[config.mk]
export PLATFORM = sky130hd
export DESIGN_NAME = tick_handler_slot_table_unit
export DESIGN_NICKNAME = d
export VERILOG_FILES = /design/src/thst_pkg.sv /design/src/tick_handler_slot_table_unit.sv /design/src/thst_ram.sv
export SDC_FILE = /design/constraint.sdc
export NUM_CORES = 1
export LEC_CHECK = 0
export ABC_AREA = 0
export BUFFER_PORTS_ARGS = -buffer_cell sky130_fd_sc_hd__buf_4
export CELL_PAD_IN_SITES_DETAIL_PLACEMENT = 0
export CELL_PAD_IN_SITES_GLOBAL_PLACEMENT = 1
export CORE_MARGIN = 4
export CORE_UTILIZATION = 45
export DETAILED_ROUTE_END_ITERATION = 10
export PLACE_DENSITY = 0.73
export SETUP_SLACK_MARGIN = 0.4
export SLEW_MARGIN = 5
export SYNTH_ARGS = -nofsm -noshare
export SYNTH_HDL_FRONTEND = slang
export SYNTH_HIERARCHICAL = 1
export SYNTH_SLANG_ARGS = --single-unit
[constraint.sdc]
create_clock -name clock -period 3.5 [get_ports clock]
set_input_delay 0.175 -clock clock [delete_from_list [all_inputs] [get_ports clock]]
set_output_delay 0.175 -clock clock [all_outputs]
set_load 0.02 [all_outputs]
[src/thst_pkg.sv]
// Package for the tick handler slot table: sizes, request codes and item types.
// No dependencies; used by tick_handler_slot_table_unit.
`timescale 1ns / 1ps
`default_nettype none

package thst_pkg;

   localparam int NUM_SLOTS   = 8;
   localparam int HANDLE_BITS = 16;

   // slot address and scan counter widths (counter also holds NUM_SLOTS)
   localparam int SLOT_BITS = (NUM_SLOTS > 1) ? $clog2(NUM_SLOTS) : 1;
   localparam int CNT_BITS  = $clog2(NUM_SLOTS + 1);

   typedef enum logic [1:0] {
      OP_TICK     = 2'd0,
      OP_REGISTER = 2'd1,
      OP_REMOVE   = 2'd2,
      OP_NONE     = 2'd3
   } thst_op_type;

   typedef struct packed {
      logic [1:0]  req_type;
      logic [15:0] handle;
   } thst_req_type;

   typedef struct packed {
      logic        ok;
      logic        has_call;
      logic [15:0] call_handle;
      logic [2:0]  slot_index;
      logic        last;
   } thst_rsp_type;

endpackage : thst_pkg

`default_nettype wire

[src/tick_handler_slot_table_unit.sv]
// Tick handler slot table: top level, control sequencer and output register.
// Depends on thst_pkg and thst_ram.
`timescale 1ns / 1ps
`default_nettype none

//  channel | dir | handshake            | payload
//  --------+-----+----------------------+------------------------------------------
//  req     | in  | req_valid/req_ready  | req_type (tick/register/remove), handle
//  rsp     | out | rsp_valid/rsp_ready  | ok, has_call, call_handle, slot_index, last
//
// Scan: register and remove scan all NUM_SLOTS entries, one RAM read a cycle.
//   A tick reads only the occupied slots, each in ST_TICK_RD then ST_TICK_DATA,
//   and steps past empty slots; the registered RAM read port sets this.
// Reset: occupancy lives in one valid bit per slot, cleared at once by reset; no
//   clearing pass. An entry without its valid bit reads as an empty slot.
// Stalls: a result sits in the output register while the next item is taken;
//   the sequencer only waits when it must load a new result into a full register.

module tick_handler_slot_table_unit
   import thst_pkg::*;
(
   input  wire logic          clock,
   input  wire logic          reset,
   input  wire logic          req_valid,
   output      logic          req_ready,
   input  wire thst_req_type  req_data,
   output      logic          rsp_valid,
   input  wire logic          rsp_ready,
   output      thst_rsp_type  rsp_data
);

   typedef enum logic [2:0] {
      ST_IDLE,
      ST_SCAN,
      ST_TICK_RD,
      ST_TICK_DATA,
      ST_COMMIT
   } state_type;

   // control and sequencing
   state_type               state_ff,        state_in;
   thst_op_type             op_ff,           op_in;
   logic [HANDLE_BITS-1:0]  handle_ff,       handle_in;
   logic [CNT_BITS-1:0]     idx_ff,          idx_in;
   // read in flight during a scan
   logic                    eval_ff,         eval_in;
   logic [SLOT_BITS-1:0]    eval_idx_ff,     eval_idx_in;
   logic                    eval_occ_ff,     eval_occ_in;
   // scan findings
   logic                    match_found_ff,  match_found_in;
   logic [SLOT_BITS-1:0]    match_idx_ff,    match_idx_in;
   logic                    empty_found_ff,  empty_found_in;
   logic [SLOT_BITS-1:0]    empty_idx_ff,    empty_idx_in;
   // per-slot occupancy
   logic [NUM_SLOTS-1:0]    valid_ff,        valid_in;
   // output register
   logic                    rsp_valid_ff,    rsp_valid_in;
   thst_rsp_type            rsp_data_ff,     rsp_data_in;

   // RAM port
   logic                    ram_wr_en;
   logic [SLOT_BITS-1:0]    ram_wr_addr;
   logic                    ram_rd_en;
   logic [SLOT_BITS-1:0]    ram_rd_addr;
   logic [HANDLE_BITS-1:0]  ram_rd_data;

   logic                    out_free;
   logic                    more_after;
   logic [HANDLE_BITS-1:0]  eval_value;
   logic [SLOT_BITS-1:0]    idx_slot;

   thst_ram #(
      .WIDTH (HANDLE_BITS),
      .DEPTH (NUM_SLOTS)
   ) u_slots (
      .clock   (clock),
      .wr_en   (ram_wr_en),
      .wr_addr (ram_wr_addr),
      .wr_data (handle_ff),
      .rd_en   (ram_rd_en),
      .rd_addr (ram_rd_addr),
      .rd_data (ram_rd_data)
   );

   assign out_free  = !rsp_valid_ff || rsp_ready;
   assign req_ready = (state_ff == ST_IDLE);
   assign rsp_valid = rsp_valid_ff;
   assign rsp_data  = rsp_data_ff;
   assign idx_slot  = idx_ff[SLOT_BITS-1:0];

   // slot just read; an unoccupied slot reads as zero
   assign eval_value = eval_occ_ff ? ram_rd_data : '0;

   // any occupied slot above the current tick position
   always_comb begin
      more_after = 1'b0;
      for (int j = 0; j < NUM_SLOTS; j++) begin
         if (valid_ff[j] && (CNT_BITS'(j) > idx_ff)) begin
            more_after = 1'b1;
         end
      end
   end

   always_comb begin
      state_in       = state_ff;
      op_in          = op_ff;
      handle_in      = handle_ff;
      idx_in         = idx_ff;
      eval_in        = 1'b0;
      eval_idx_in    = eval_idx_ff;
      eval_occ_in    = eval_occ_ff;
      match_found_in = match_found_ff;
      match_idx_in   = match_idx_ff;
      empty_found_in = empty_found_ff;
      empty_idx_in   = empty_idx_ff;
      valid_in       = valid_ff;
      rsp_valid_in   = rsp_valid_ff && !rsp_ready;
      rsp_data_in    = rsp_data_ff;
      ram_wr_en      = 1'b0;
      ram_wr_addr    = empty_idx_ff;
      ram_rd_en      = 1'b0;
      ram_rd_addr    = idx_slot;

      case (state_ff)
         ST_IDLE: begin
            if (req_valid) begin
               op_in          = thst_op_type'(req_data.req_type);
               handle_in      = HANDLE_BITS'(req_data.handle);
               idx_in         = '0;
               match_found_in = 1'b0;
               empty_found_in = 1'b0;
               case (thst_op_type'(req_data.req_type))
                  OP_TICK:     state_in = (valid_ff == '0) ? ST_COMMIT : ST_TICK_RD;
                  OP_REGISTER: state_in = ST_SCAN;
                  OP_REMOVE:   state_in = ST_SCAN;
                  default:     state_in = ST_COMMIT;
               endcase
            end
         end

         ST_SCAN: begin
            // issue one read a cycle, judge the previous one
            if (idx_ff < CNT_BITS'(NUM_SLOTS)) begin
               ram_rd_en   = 1'b1;
               eval_in     = 1'b1;
               eval_idx_in = idx_slot;
               eval_occ_in = valid_ff[idx_slot];
               idx_in      = idx_ff + 1'b1;
            end
            if (eval_ff) begin
               if ((eval_value == handle_ff) && !match_found_ff) begin
                  match_found_in = 1'b1;
                  match_idx_in   = eval_idx_ff;
               end
               if (!eval_occ_ff && !empty_found_ff) begin
                  empty_found_in = 1'b1;
                  empty_idx_in   = eval_idx_ff;
               end
               if (idx_ff == CNT_BITS'(NUM_SLOTS)) begin
                  state_in = ST_COMMIT;
               end
            end
         end

         ST_TICK_RD: begin
            if (idx_ff >= CNT_BITS'(NUM_SLOTS)) begin
               state_in = ST_IDLE;
            end else if (valid_ff[idx_slot]) begin
               ram_rd_en = 1'b1;
               state_in  = ST_TICK_DATA;
            end else begin
               idx_in = idx_ff + 1'b1;
            end
         end

         ST_TICK_DATA: begin
            if (out_free) begin
               rsp_valid_in            = 1'b1;
               rsp_data_in.ok          = 1'b1;
               rsp_data_in.has_call    = 1'b1;
               rsp_data_in.call_handle = 16'(ram_rd_data);
               rsp_data_in.slot_index  = 3'(idx_ff);
               rsp_data_in.last        = !more_after;
               idx_in                  = idx_ff + 1'b1;
               state_in                = more_after ? ST_TICK_RD : ST_IDLE;
            end
         end

         ST_COMMIT: begin
            if (out_free) begin
               rsp_valid_in            = 1'b1;
               rsp_data_in.ok          = 1'b0;
               rsp_data_in.has_call    = 1'b0;
               rsp_data_in.call_handle = '0;
               rsp_data_in.slot_index  = '0;
               rsp_data_in.last        = 1'b1;
               state_in                = ST_IDLE;
               case (op_ff)
                  OP_TICK: begin
                     // empty table
                     rsp_data_in.ok = 1'b1;
                  end
                  OP_REGISTER: begin
                     if (match_found_ff) begin
                        rsp_data_in.ok         = 1'b1;
                        rsp_data_in.slot_index = 3'(match_idx_ff);
                     end else if (empty_found_ff) begin
                        ram_wr_en               = 1'b1;
                        valid_in[empty_idx_ff]  = 1'b1;
                        rsp_data_in.ok          = 1'b1;
                        rsp_data_in.slot_index  = 3'(empty_idx_ff);
                     end
                  end
                  OP_REMOVE: begin
                     if (match_found_ff) begin
                        valid_in[match_idx_ff] = 1'b0;
                        rsp_data_in.ok         = 1'b1;
                        rsp_data_in.slot_index = 3'(match_idx_ff);
                     end
                  end
                  default: begin
                     rsp_data_in.ok = 1'b0;
                  end
               endcase
            end
         end

         default: begin
            state_in = ST_IDLE;
         end
      endcase
   end

   always_ff @(posedge clock) begin
      if (reset) begin
         state_ff     <= ST_IDLE;
         valid_ff     <= '0;
         rsp_valid_ff <= 1'b0;
      end else begin
         state_ff     <= state_in;
         valid_ff     <= valid_in;
         rsp_valid_ff <= rsp_valid_in;
      end
      op_ff          <= op_in;
      handle_ff      <= handle_in;
      idx_ff         <= idx_in;
      eval_ff        <= eval_in;
      eval_idx_ff    <= eval_idx_in;
      eval_occ_ff    <= eval_occ_in;
      match_found_ff <= match_found_in;
      match_idx_ff   <= match_idx_in;
      empty_found_ff <= empty_found_in;
      empty_idx_ff   <= empty_idx_in;
      rsp_data_ff    <= rsp_data_in;
   end

endmodule : tick_handler_slot_table_unit

`default_nettype wire

[src/thst_ram.sv]
// Generic single-write, single-read RAM with registered read data.
// No dependencies.
`timescale 1ns / 1ps
`default_nettype none

module thst_ram #(
   parameter int WIDTH = 16,
   parameter int DEPTH = 8
) (
   input  wire logic                                          clock,
   input  wire logic                                          wr_en,
   input  wire logic [((DEPTH > 1) ? $clog2(DEPTH) : 1)-1:0]  wr_addr,
   input  wire logic [WIDTH-1:0]                              wr_data,
   input  wire logic                                          rd_en,
   input  wire logic [((DEPTH > 1) ? $clog2(DEPTH) : 1)-1:0]  rd_addr,
   output      logic [WIDTH-1:0]                              rd_data
);

   logic [WIDTH-1:0] mem_ff [DEPTH];
   logic [WIDTH-1:0] rd_data_ff;

   always_ff @(posedge clock) begin
      if (wr_en) begin
         mem_ff[wr_addr] <= wr_data;
      end
      // read data holds until the next read
      if (rd_en) begin
         rd_data_ff <= mem_ff[rd_addr];
      end
   end

   assign rd_data = rd_data_ff;

endmodule : thst_ram

`default_nettype wire
After elaboration in Yosys (flattened, before gate mapping)
Memory sizes are Yosys's and may differ from the RTL's. A register that Yosys moved wholly into a read port is not among the register bits.
Index checks and enable logic that the tools add are counted.
- bits in registers: 69
- RAM bits: 128
- input bits: 22
- output and inout bits: 24
- logic and storage cells: 168
- memories kept: 1
- add/subtract/negate cells: 1
- $lt $le $gt $ge: 15
- equality and inequality tests: 24
- mux-type cells: 66
- bitwise logic cells: 3
- reduce and logical (&&, ||, !) cells: 40
- memory list (memory ; depth ; width ; read ports ; clocked after Yosys merged registers in ; write ports ; RTL line ; source):
    u_slots.mem_ff ; 8 ; 16 ; 1 ; 1 ; 1 ; thst_ram.sv:19 ; logic [WIDTH-1:0] mem_ff [DEPTH];
- operators with widths (kind ; count):
    22-bit two-way mux ; 2
    22-bit one-hot mux with 2 select lines ; 1
    3-bit two-way mux ; 11
    1-bit two-way mux ; 30
    2-bit inequality test (second input constant) ; 13
    8-bit two-way mux ; 3
    4-bit two-way mux ; 5
    6-bit AND reduction ; 3
    16-bit equality test ; 1
    3-bit by 4-bit greater-than comparator with 1-bit output (first input constant) ; 4
    16-bit two-way mux ; 1
    4-bit one-hot mux with 4 select lines ; 1
    8-bit one-hot mux with 2 select lines ; 1
    3-bit one-hot mux with 5 select lines ; 1
    1-bit logical AND ; 13
    3-bit by 4-bit < comparator with 1-bit output (second input constant) ; 3
    3-bit one-hot mux with 2 select lines ; 2
    3-bit AND reduction ; 3
    8-bit AND ; 1
    1-bit by 4-bit greater-than comparator with 1-bit output (first input constant) ; 2
    2-bit by 4-bit greater-than comparator with 1-bit output (first input constant) ; 2
    8-bit zero test ; 1
    8-bit inverter ; 1
    8-bit OR ; 1
    25 further kinds ; 43

Longest topological paths before layout
Gate-level depths: netlist (run 1).
- word-level depth: 13
- gate-level depth with buffers: 8
- depth with buffers taken out: 7

By module
The synthesis (run 1) kept the hierarchy.
- modules (own cells, without submodules) (module ; times used ; cells an instance ; area an instance (um^2) ; seq. area each (um^2)):
    thst_ram ; 1 ; 214 ; 5454.0 ; 4324.1
    tick_handler_slot_table_unit ; 1 ; 316 ; 3493.4 ; 1941.9

Least setup slack after synthesis (run 1)
OpenSTA, ideal clock, no wires.
- path type: reg2reg
- start point: register idx_ff[2]
- end point: register u_slots.rd_data_ff[0], in the netlist u_slots/rd_data[0] (read register of u_slots.mem_ff), enable pin
- setup time: 0.414 ns
- arrival: 2.516 ns
- data required time: 3.086 ns
- slack: 0.570 ns
- stages on the path, launching flop included: 8
- buffers on the path: 2
- clock period less this slack: 2.930 ns
- cell sequence: edfxtp_1 buf_6 mux2i_1 o32ai_1 or3_1 buf_6 nand2b_1 a211oi_1
- word-level cells in the longest chain between the ends: 5
- elaborated cells on any way between the ends: 8
- classes of those cells: order compare (2); mux (6)
- ends and longest elaborated chain (element ; RTL line ; source):
    start, declared ; tick_handler_slot_table_unit.sv:44 ; logic [CNT_BITS-1:0] idx_ff, idx_in;
    start signal, assigned ; tick_handler_slot_table_unit.sv:246 ; idx_ff <= idx_in;
    1-bit binary-select mux with 3-bit select ; tick_handler_slot_table_unit.sv:168 ; end else if (valid_ff[idx_slot]) begin
    1-bit two-way mux (not written as such) ; tick_handler_slot_table_unit.sv:168 ;
    1-bit two-way mux ; tick_handler_slot_table_unit.sv:168 ;
    1-bit two-way mux ; tick_handler_slot_table_unit.sv:166 ; if (idx_ff >= CNT_BITS'(NUM_SLOTS)) begin
    1-bit one-hot mux with 2 select lines * ; tick_handler_slot_table_unit.sv:124 ; case (state_ff)
    named net ram_rd_en ; tick_handler_slot_table_unit.sv:63 ; logic ram_rd_en;
    end, declared ; thst_ram.sv:20 ; logic [WIDTH-1:0] rd_data_ff;
Mark *: on every way through the listed nets, which the timed path passes. The rest lies on a longest branch. The select of a mux whose other input is x is not followed.
A chain may end at the register's enable or synchronous reset.

Worst setup path after layout (run 1)
- start point: register state_ff[2]
- end point: register rsp_data_ff, in the netlist rsp_data[19], enable pin
- word-level cells in the longest chain between the ends: 3
- elaborated cells on any way between the ends: 6
- classes of those cells: eq/ne (4); reduce/logical (2)
- ends and longest elaborated chain (element ; RTL line ; source):
    start, declared ; tick_handler_slot_table_unit.sv:41 ; state_type state_ff, state_in;
    start signal, assigned ; tick_handler_slot_table_unit.sv:240 ; state_ff <= state_in;
    3-bit by 2-bit equality test with 1-bit output / 3-bit equality test (equally long branches) ; tick_handler_slot_table_unit.sv:124 ;
    2-bit inequality test (no source line) / 2-bit nonzero test (equally long branches) ; n/a ;
    3-bit AND reduction (no source line) * ; n/a ;
    end signal, assigned ; tick_handler_slot_table_unit.sv:254 ; rsp_data_ff <= rsp_data_in;
    end, declared ; tick_handler_slot_table_unit.sv:58 ; thst_rsp_type rsp_data_ff, rsp_data_in;
Every way passes the cells marked *; elsewhere a longest branch is shown, timed or not.

==> results of run 1 <==
-- registers in the layout, indices dropped and copies added, names as in the netlist --
name / count
handle_ff: 16
valid_ff: 8
state_ff: 3
rsp_data: 22
u_slots/mem_ff: 128
rsp_valid: 1
u_slots/rd_data: 16
op_ff: 2
eval_ff: 1
idx_ff: 4
eval_occ_ff: 1
empty_idx_ff: 3
empty_found_ff: 1
match_found_ff: 1
eval_idx_ff: 3
match_idx_ff: 3
-- synthesized netlist by cell type (all sizes together), types with 2 or more instances --
master | n | share of area
nand4b | 4 | 0.0039
o22ai | 8 | 0.0056
nand4 | 2 | 0.0014
or3 | 3 | 0.0027
o21ai | 13 | 0.0073
xnor2 | 3 | 0.0029
a31oi | 2 | 0.0014
mux4 | 32 | 0.092
nand3b | 2 | 0.0017
or2b | 2 | 0.0017
and2b | 2 | 0.0017
nand3 | 6 | 0.0034
o31ai | 3 | 0.0025
and2 | 11 | 0.0077
inv | 16 | 0.0067
nor3b | 3 | 0.0025
nor2 | 31 | 0.013
buf | 18 | 0.017
mux2 | 16 | 0.020
edfxtp | 200 | 0.67
nand2 | 17 | 0.0071
nor3 | 16 | 0.0090
a211oi | 3 | 0.0025
o21bai | 3 | 0.0025
nor4 | 5 | 0.0035
nor2b | 5 | 0.0035
dfxtp | 13 | 0.029
o32ai | 3 | 0.0029
and3 | 4 | 0.0028
xor2 | 3 | 0.0029
a22oi | 5 | 0.0042
clkbuf | 8 | 0.0035
ha | 9 | 0.013
mux2i | 4 | 0.0045
nand2b | 13 | 0.0091
o211ai | 4 | 0.0034
a21oi | 18 | 0.010
a22o | 3 | 0.0031
o2111ai | 2 | 0.0020
-- per-stage QoR --
stage | std cells | cell area [µm²]
6_report | 885 | 10430
5_1_grt | 885 | 10430
4_1_cts | 885 | 10430
3_5_place_dp | 833 | 9622
3_3_place_gp | 833 | 9622
2_1_floorplan | 530 | 8947
-- layout make-up --
| type | count | area, µm² |
|---|---|---|
| Clock buffer | 26 | 565.5 |
| Clock inverter | 7 | 47.55 |
| Fill cell | 1558 | 9101 |
| Inverter | 16 | 60.06 |
| Multi-Input combinational cell | 275 | 2459 |
| Sequential cell | 213 | 6266 |
| Tap cell | 265 | 331.6 |
| Timing Repair Buffer | 83 | 695.7 |
-- power breakdown --
part / switching, W / leakage [nW] / internal (W)
Sequential: 0.000128 / 1.93 / 0.00291
Clock: 0.000915 / 0.302 / 0.00114
Combinational: 0.000278 / 1.33 / 0.000272
Total: 0.00132 / 3.55 / 0.00433
-- worst max-delay path, cell delays in order, from the launching register on --
cell and delay (ns):
dfxtp_1 0.66, or3b_1 0.63, o21a_1 0.22, nor2_2 0.45, buf_12 0.22
-- cell families (layout without fill, tap and decap cells) --
kind of cell	Yosys count	after routing	synth area share
compound gates	78	78	0.05846
xor+xnor	6	6	0.005874
fa+ha+maj	9	9	0.01259
buf+inv	42	132	0.02685
flops	213	213	0.7003
mux	52	52	0.1169
simple gates	130	130	0.07901
-- routing by layer --
metal | part of all wire | GRT usage | up-vias
met4 | 0.022 | 0.05080 | 0
met3 | 0.052 | 0.03039 | 32
met2 | 0.50 | 0.3035 | 164
li1 | - | - | 2278
met5 | 0 | 0 | -
met1 | 0.43 | 0.2441 | 2521
-- placed cells by master (no fill, tap or decap), drive strengths merged, types with 4 or more instances in the layout --
cell	n
o22ai	8
o21ai	13
dfxtp	13
and3	4
nor4	5
and2	11
mux2	16
clkbuf	26
nor2	31
a21oi	18
inv	16
nor3	16
nand3	6
dlygate4sd3	19
nand2b	13
nand4b	4
a22oi	5
mux4	32
clkinv	7
nor2b	5
nand2	17
mux2i	4
edfxtp	200
o211ai	4
ha	9
buf	64
-- worst max-delay path by stage --
stage | from | end | cells after the start
after detailed placement | idx_ff[1] | u_slots/rd_data[6] | 6
after floorplan | idx_ff[2] | u_slots/rd_data[0] | 7
after global routing | idx_ff[1] | u_slots/rd_data[9] | 6
after CTS | idx_ff[1] | u_slots/rd_data[9] | 6
final | state_ff[2] | rsp_data[19] | 4
after global placement | idx_ff[1] | u_slots/rd_data[6] | 6
==> metrics, run 1 <==
run status finished clean; HPWL after DPL 12.61 mm; Inserted Diodes 0; dominant synthesized flop cell edfxtp_1; Hold Path Sink state_ff[2]; CORE AREA 0.01953 mm²; Hold WS 0.07764 ns; largest net degree at the start of global routing 37; hold path startpoint rsp_ready; Async SR Flop Fraction 0; cells after synthesis 530; number of setup violations in the final report 0; TNS Setup 0 ns; total grt overflow 0; CTS clk-pin slew, worst paths ~0.060 ns; Tcrit/Tclk final 0.7057; power per cell area 541.5 mW/mm²; H-tree levels 1; DIE HEIGHT 149.0 µm; reg-to-reg critical path endpoint rsp_data[19]; Clock Latency Late Sink 0.51 ns; reg2reg start state_ff[2]; postcts setup bufs 0; crit start category flop; GP Congestion 0.8393; setup slack at placement 1.065 ns; initial antenna violation count 0; Seq/Total Area, Yosys 0.7003; number of synthesized register bits 213; DR vias between 4,000 and 5,000; CP arrival 2.68 ns; DR pass1 iterations 5; unrepaired setup endpoints after global routing false; Port Buf Inserts 45; share of cells above drive strength 1 0.1935; Root Driver clkbuf_16; Tmin final 2.470 ns; I/O pins 46; cts hold-fix bufs 19; CP Class reg2reg; Lkg Pwr 3.554 nW; fin nets 642; Critical Path Sink Type flop; FMAX 0.4049 GHz; Post-synth EDFFs 200; Core Util, Final 0.5339; Worst R2R Path Depth 4; slew margin rel. 0.4998; CTS buffer count 22; WL per Instance 22.27 µm; Mapped Area between 0.008 and 0.009 mm²; total power 0.005646 W; Required @ worst endpoint between 3 and 4 ns; Yosys warning count 6; die area 0.02220 mm²; Resized cells post-CTS 0; Total GRT Usage 0.1802; worst vdd ir 0.4411 mV; vias in the first global route ~5,000; hold path depth 4; Setup Skew 0.01665 ns; Worst Setup Slack, final 1.030 ns; Max Cap Viol 0; final hold vios 0; final wirelength 19.71 mm; count of cell types in the netlist 61; FF-to-FF setup slack approximately 1.0 ns; first-pass GRT wire length 30.48 mm; syn nets 561; row count 51; Max clock buf depth 3; DR iter-0 viols roughly 380; vias per cell 5.644; chip width 149.0 µm; CTS tree built; worst hold-check path type in2reg; DRC 0; initial core utilization 0.4582; fin. max-slew vios 0; Post-DRT Antenna Nets 0; Syn-to-layout area delta 16.52%; clock sink count 213; crit path max fanout 18; Syn Area/Cell 16.88 µm²; Worst Tran Pin Value ~0.75 ns
Power figures use the tool's default switching activity.
==> run 2, diff against run 1 <==
--- a/config.mk
+++ b/config.mk
@@ -12,7 +12,7 @@
 export CORE_MARGIN = 4
 export CORE_UTILIZATION = 45
 export DETAILED_ROUTE_END_ITERATION = 10
-export PLACE_DENSITY = 0.73
+export PLACE_DENSITY = 0.75
 export SETUP_SLACK_MARGIN = 0.4
 export SLEW_MARGIN = 5
 export SYNTH_ARGS = -nofsm -noshare
==> constraint.sdc (replaced) <==
create_clock -name clock -period 2 [get_ports clock]
set_input_delay 0.1 -clock clock [delete_from_list [all_inputs] [get_ports clock]]
set_output_delay 0.1 -clock clock [all_outputs]
set_load 0.02 [all_outputs]
==> run 2 against run 1 <==
Compared with the run above: the flow now finishes with violations (negative setup slack); power up 89%; die area stayed put; non-clock buffer count rose by 89; critical path depth grew 2; global-route usage up 1.0 points.
==> metrics, run 2 (synthesized netlist as in run 1, its figures left out) <==
run status finished, violations left; failing checks negative setup slack; DR iter-0 viols 426 (+11%); Inserted Diodes 0 (unchanged); Total GRT Usage 0.1905 (+0.01037); Max clock buf depth 3 (unchanged); GR Layer Usage met1 0.2668 (+0.02264); Core Util, Final 0.6113 (+0.07741); Worst Tran Pin Value 0.5353 ns (-0.2149 ns); commonest non-fill, non-tap cells in the layout 200 x edfxtp_1, 101 x buf_4, 30 x mux4_2; CTS clk-pin slew, worst paths 0.07 ns (about the same); fin. max-slew vios 0 (unchanged); initial core utilization 0.4582 (unchanged); I/O pins 46 (unchanged); crit path max fanout 6 (-12); number of setup violations in the final report 19 (+19); worst vdd ir 0.5917 mV (+34%); Port Buf Inserts 45 (unchanged); CP max stage delay 0.52 ns (-0.14 ns); Worst path top cell family by delay compound AO/OA/AOI/OAI gates; CTS buffer count 22 (unchanged); chip width 149.0 µm (unchanged); H-tree levels 1 (unchanged); Hold WS 0.1117 ns (+0.03403 ns); DR vias 5,419 (+8.5%); crit-path cells mux2i_1 > o32ai_1 > or3_4 > buf_6 > o211a_1 > a32o_1; Critical Path Sink Type flop; Clk network pwr share 0.360 (-0.005); Switching Share 0.2382 (+0.004348); slowest CP cell edfxtp_1; register with the most flip-flops u_slots/mem_ff; Syn-to-layout area delta 33.41%; vias per cell 5.524 (-2.1%); CORE AREA 0.01953 mm² (unchanged); DR pass1 iterations 6 (+1); fin nets 731 (+14%); CP arrival 2.45 ns (-0.23 ns); TNS Setup -0.5004 ns (-0.5004 ns); Setup Skew 0.01398 ns (-0.002669 ns); Required @ worst endpoint 2.40 ns (-1.31 ns); Bufs and invs on worst path 1 (unchanged); Max Cap Viol 0 (unchanged); crit start category flop; Post-DP Area 0.01013 mm² (+5.3%); GP Congestion 0.8259 (-1.6%); Tmin final 2.045 ns (-0.4247 ns); Post-DRT Antenna Nets 0 (unchanged); largest net degree at the start of global routing 25 (-32%); first-pass GRT wire length 32.28 mm (+5.9%); final hold vios 0 (unchanged); share of cells above drive strength 1 0.4204 (+0.2268); grt met2 use 0.3127 (+0.009278); worst hold-check path type in2reg; power per cell area 891.7 mW/mm² (+65%); initial antenna violation count 0 (unchanged); CP Class reg2reg; HPWL after DPL 13.15 mm (+4.3%); post-route cell area 0.01194 mm² (+14%); NetSw 0.002535 W (+92%); Top Usage Layer GRT met2; Tcrit/Tclk final 1.023 (+0.3169); DIE HEIGHT 149.0 µm (unchanged); Worst Setup Slack, final -0.04525 ns (-1.075 ns); vias in the first global route 5,540 (+8.4%); Root Driver clkbuf_16; final wirelength 21.54 mm (+9.3%); FMAX 0.4889 GHz (+21%); total grt overflow 0 (unchanged); Flop pwr share 0.490 (-0.048); internal power 0.008109 W (+87%); row count 51 (unchanged); die area 0.02220 mm² (unchanged); met3 Track Usage GR 0.03221 (+0.001823); slew margin rel. 0.6424 (+0.1426); DRC 0 (unchanged); Lkg Pwr 4.170 nW (+17%); WL per Instance 21.96 µm (-1.4%); number of flip-flops in the largest register 128 (unchanged); clock sink count 213 (unchanged); combinational share of power 0.150 (+0.053); Clock Latency Late Sink 0.51 ns (about the same); CTS tree built; commonest non-fill, non-tap cell in the layout edfxtp_1; unrepaired setup endpoints after global routing true
==> run 2: cell count changes in the layout (fill, tap and decap cells not counted), sizes merged <==
cell | previous run | this run
buf | 64 | 148
dlygate4sd3 | 19 | 20
bufinv | 0 | 1
clkinv | 7 | 13
clkbuf | 26 | 29
clkinvlp | 0 | 1
==> run 2: metal layers <==
layer / vias up / wire, µm
li1: 2444 / -
met1: 2724 / 9152
met2: 207 / 10730
met3: 44 / 1085
met4: 0 / 567
met5: - / 0
==> run 2: timing repair <==
action,CTS,global route
endpoints found under the setup margin,209,231
endpoints found under the hold margin,25,0
pin swaps,26,18
hold buffers,20,0
buffers inserted,15,20
cloned,3,3
gates resized for setup,69,63
==> run 2: area by class of cell <==
cell class	instances	area, µm²
Sequential cell	213	6275
Fill cell	1427	7590
Clock buffer	25	561.8
Tap cell	265	331.6
Clock inverter	15	120.1
Multi-Input combinational cell	275	2794
Inverter	16	62.56
Timing Repair Buffer	172	1792
==> run 2: power by group through the flow <==
stage / logic, W / registers [W] / clock network [W]
floorplan: 0.000748 / 0.00532 / 0
global placement: 0.00117 / 0.00531 / 0
detailed placement: 0.00119 / 0.00531 / 0
CTS: 0.00134 / 0.00522 / 0.00392
global route: 0.00171 / 0.00523 / 0.00410
finish: 0.00160 / 0.00522 / 0.00383
==> run 2: path summary, 6_finish.rpt <==
kind             startpoint         endpoint  slack (ns)  depth (start not counted)
max               idx_ff[2]      state_ff[1]       -0.05                          6
min               req_valid      state_ff[2]        0.11                          5
max reg2reg       idx_ff[2]      state_ff[1]       -0.05                          6
min reg2reg  eval_idx_ff[1]  match_idx_ff[1]        0.46                          0
==> run 2: metrics by stage <==
| stage | setup slack, ns | std cells | total power [W] |
|---|---|---|---|
| final | -0.04525 | 981 | 0.01064 |
| after global routing | -0.1230 | 981 | 0.01103 |
| after CTS | 0.04292 | 958 | 0.01048 |
| after detailed placement | -0.05090 | 880 | 0.006504 |
| after global placement | 0.01721 | 880 | 0.006474 |
| after floorplan | -0.1577 | 530 | 0.006069 |
==> run 2: worst register-to-register path, stage by stage, from the launching register on <==
cell and delay [ns]:
edfxtp_1 0.52, mux2i_1 0.29, o32ai_1 0.11, or3_4 0.38
buf_6 0.15, o211a_1 0.24, a32o_1 0.25
